File: src/sv/hs_ram.sv
module hs_ram #(
    parameter int WIDTH = 8,
    parameter int DEPTH = 256
) (
    input  logic                     i_clk,
    input  logic                     i_we,
    input  logic [$clog2(DEPTH)-1:0] i_waddr,
    input  logic [WIDTH-1:0]         i_wdata,
    input  logic [$clog2(DEPTH)-1:0] i_raddr,
    output logic [WIDTH-1:0]         o_rdata
);

    logic [WIDTH-1:0] r_mem [DEPTH];
    logic [WIDTH-1:0] r_rdata;

    always_ff @(posedge i_clk) begin
        if (i_we) begin
            r_mem[i_waddr] <= i_wdata;
        end
        r_rdata <= r_mem[i_raddr];
    end

    assign o_rdata = r_rdata;

endmodule

File: config.mk
export PLATFORM = sky130hd
export DESIGN_NAME = hs_ram
export DESIGN_NICKNAME = d
export VERILOG_FILES = /design/src/sv/hs_ram.sv
export SDC_FILE = /design/constraint.sdc
export NUM_CORES = 2
export LEC_CHECK = 0
export BUFFER_PORTS_ARGS = -buffer_cell sky130_fd_sc_hd__buf_4
export CAP_MARGIN = 30
export CORE_ASPECT_RATIO = 1.2
export CORE_MARGIN = 1.5
export CORE_UTILIZATION = 47
export CTS_BUF_LIST = sky130_fd_sc_hd__clkbuf_2 sky130_fd_sc_hd__clkbuf_4 sky130_fd_sc_hd__clkbuf_8
export DETAILED_ROUTE_END_ITERATION = 10
export GPL_ROUTABILITY_DRIVEN = 1
export GPL_TIMING_DRIVEN = 1
export HOLD_SLACK_MARGIN = 0.12
export PLACE_DENSITY = 0.68
export SLEW_MARGIN = 15
export SYNTH_ARGS = -nofsm -noshare
export SYNTH_HDL_FRONTEND = slang
export SYNTH_SLANG_ARGS = --single-unit
File: constraint.sdc
create_clock -name i_clk -period 7.7 [get_ports i_clk]
set_input_delay 1.54 -clock i_clk [delete_from_list [all_inputs] [get_ports i_clk]]
set_output_delay 1.54 -clock i_clk [all_outputs]
set_load 0.005 [all_outputs]
* After elaboration in Yosys (flattened, before gate mapping)
Memory sizes are Yosys's and may differ from the RTL's. A register that Yosys moved wholly into a read port is not among the register bits.
Index checks and enable logic that the tools add are counted.
** Word-level totals
- Register bits :: 0
- Memory bits (writable) :: 2048
- Input bits :: 26
- Output and inout bits :: 8
- Word-level logic and storage cells :: 3
- Memories kept :: 1
** Cells by class
- Mux-type cells :: 2
** Memory list
- r_mem :: words 256, width 8, rd ports 1, clocked after Yosys merged registers in 1, write ports 1, line 13 : logic [WIDTH-1:0] r_mem [DEPTH];
** Operators with widths (count)
- 1-bit 2-to-1 mux :: 2

* Depth between registers and ports, before layout
- Depth in word-level cells :: 2
- Depth in mapped cells :: 11
- Mapped depth without buffers :: 6

* Worst setup path before layout
Ideal clock, no wire load.
- Kind :: input -> register
- From :: in i_raddr[0]
- To :: reg r_rdata[2] (netlist: o_rdata[2]), read port of r_mem
- Library setup time :: 131 ps
- Data arrival time :: 3347 ps
- Slack :: 4222 ps
- Cell stages on the path :: 9
- Cells stage by stage :: buf_6 > buf_12 > buf_8 > buf_2 > mux4_2 > a22oi_1 > a21oi_1 > nor4_1 > nor4_2
** RTL lines
- start, declared :: line 9 : input logic [$clog2(DEPTH)-1:0] i_raddr,
- end, declared :: line 14 : logic [WIDTH-1:0] r_rdata;

==> metrics.yaml <==
status: "finished, final reports clean"
synth_top_flop_cell: "edfxtp_1"
cp_top_family: "buffers and inverters"
netlist_instances: 3733
grt_use_total: 0.2298
synthesis.nets: 3759
antenna_found_initial: 12
max_stage_delay_ns: 0.85
dieArea_mm2: 0.1718
clk_pin_slew_ns: 0.06
cp_max_fo: 66
cts_sinks: 2056
port_buffers: 33
cts_tree: "yes"
tns_ns: 0
synthArstFlopShare: 0
cts_inserted_buffers: 327
finalMaxSlewViolations: 0
worst_setup_path_end_kind: "register"
power.leakage_uw: 0.02724
power_density_mw_per_mm2: 250.1
synth_area_per_cell_um2: 21.31
max_slew_margin: 0.2395
syn_area_mm2: 0.07956
worstSetupPathType: "in2reg"
synth_edf_count: 2048
fin_cells: 6455
hpwl_mm: 118.7
most-common-layout-cells: "2,048 x edfxtp_1, 454 x mux4_2, 338 x clkbuf_8"
setup_slack_ns: 2.909
fin_nets: 4002
worst-path-buf-inv: 3
firstDrtPassIters: 8
place_area_mm2: 0.08227
fin_crit_sh: 0.6222
via_per_inst: 6.086
cp-start-kind: "input port"
worst_hold_path_type: "in2reg"
ys_ff_latch: 2056
place_congestion: 0.8513
dp.cells: 5888
num_vias: 39290
drive_above_1_share: 0.2631
routedWlPerCell_um: 30.32
drv_cap: 0
grt_pass1_wl_mm: 282.4
slowest_stage: "nor3_1"
cts-hold-fix-buffers: 0
fillers: 12850
initial_core_util: 0.4728
clock_latency_ns: 1.04
ant_nets: 0
netlist-cell-type-count: 55
io_pins: 34
core-area_mm2: 0.1683
pre_cts_slack_ns: 1.973
cp_cell_sequence: "buf_8 > buf_12 > buf_4 > mux4_2 > a221oi_1 > o32ai_1 > nor3_1 > nor4_1"
drc_errors: 0
whs_ns: 0.9164
fp.dieH_um: 453.7
synth_warnings: 0
postCtsSetupBuffers: 0
setup_viol: 0
fp.dieW_um: 378.6
grt_max_degree: 154
crit_arrival_ns: 5.63
grt_pass1_vias: 40160
first_iter_violations: 4690
vdd_ir_drop_max_mv: 0.1398
final_common_cell: "edfxtp_1"
synth-seq-area-share: 0.7750
clock_skew_ns: 0.04854
overflow: 0
cts_root_buf: "clkbuf_8"
rsz0062_at_grt: "false"
stdcell_area_mm2: 0.08835
finalHoldViolations: 0
cp.required_ns: 8.54
period_needed_ns: 4.791
cts.path.max_buffers: 4
max_freq_mhz: 208.7
post_cts_resized: 0
wirelength_mm: 195.7
syn2layout_area_growth_pct: 11.05
htree_levels: 5
row_count: 165
tightest_slew_ns: 1.141
==> registers in the layout, indices dropped and copies added, names as in the netlist <==
signal / cells
o_rdata: 8
r_mem: 2048
==> path summary, 6_finish.rpt <==
check                startpoint             to  slack (ns)  cells past startpoint
setup / recovery     i_raddr[0]     o_rdata[5]        2.91                      8
hold / removal       i_wdata[1]  r_mem[198][1]        0.92                      1
setup reg to reg  r_mem[211][5]     o_rdata[5]        4.73                      6
hold reg to reg    r_mem[40][3]     o_rdata[3]        0.94                      6
==> per-stage QoR <==
step	util	total power, µW
5_1_grt	0.5250	22720
2_1_floorplan	-	13180
3_3_place_gp	0.4876	13670
6_report	0.5251	22100
3_5_place_dp	0.4889	13690
4_1_cts	0.5239	22210
==> metal layers <==
layer,part of all wire,global-route usage,up-vias
met5,0.0013,0,-
met4,0.036,0.08842,16
met3,0.083,0.04844,399
met2,0.50,0.3777,1937
met1,0.38,0.3016,20730
li1,-,-,16200
==> logic make-up after synthesis <==
| kind of cell | share of synthesized area |
|---|---|
| muxes | 0.1462 |
| buffers and inverters | 0.01831 |
| and+or+nand+nor | 0.02628 |
| DFF | 0.7750 |
| AOI/OAI and AO/OA | 0.03419 |
==> Yosys cell counts (3+ instances only) <==
cell | instances | area [µm²]
o221ai_1 | 46 | 402.9
clkbuf_1 | 111 | 416.7
buf_6 | 21 | 236.5
nor2b_1 | 31 | 193.9
a21oi_1 | 96 | 480.5
and2_1 | 6 | 37.54
a22oi_1 | 133 | 998.5
buf_4 | 27 | 202.7
edfxtp_1 | 2048 | 61500
o22ai_1 | 28 | 175.2
nor4_1 | 24 | 150.1
mux2i_1 | 134 | 1341
dfxtp_1 | 8 | 160.2
mux4_2 | 454 | 10220
nand3_1 | 34 | 170.2
nand4_1 | 10 | 62.56
a211oi_1 | 16 | 120.1
or2_2 | 4 | 25.02
nand2b_1 | 8 | 50.05
a22o_1 | 8 | 70.07
buf_8 | 13 | 195.2
o22a_1 | 5 | 43.79
nor3_1 | 22 | 110.1
buf_12 | 8 | 160.2
nor2_1 | 282 | 1059
nand2_1 | 33 | 123.9
a221oi_1 | 13 | 113.9
nor4_2 | 3 | 37.54
o211ai_1 | 10 | 75.07
buf_1 | 22 | 82.58
o32ai_1 | 4 | 35.03
buf_2 | 31 | 155.2
o21ai_0 | 10 | 50.05
==> power by group <==
group / internal, µW / total [µW] / switching [µW]
logic: 376 / 1100 / 721
registers: 12300 / 12400 / 21.1
clock network: 4530 / 8640 / 4110
==> layout make-up <==
cell class / instances / area, µm² / share of cell area
Timing Repair Buffer: 147 / 1424 / 0.01612
Sequential cell: 2056 / 61660 / 0.6979
Antenna cell: 5 / 12.51 / 0.0001416
Clock inverter: 111 / 506.7 / 0.005736
Clock buffer: 438 / 5371 / 0.06080
Multi-Input combinational cell: 1442 / 16540 / 0.1873
Tap cell: 2254 / 2820 / 0.03192
Inverter: 2 / 7.507 / 0.00008497
Note: power is estimated with default switching activity, not from simulation.
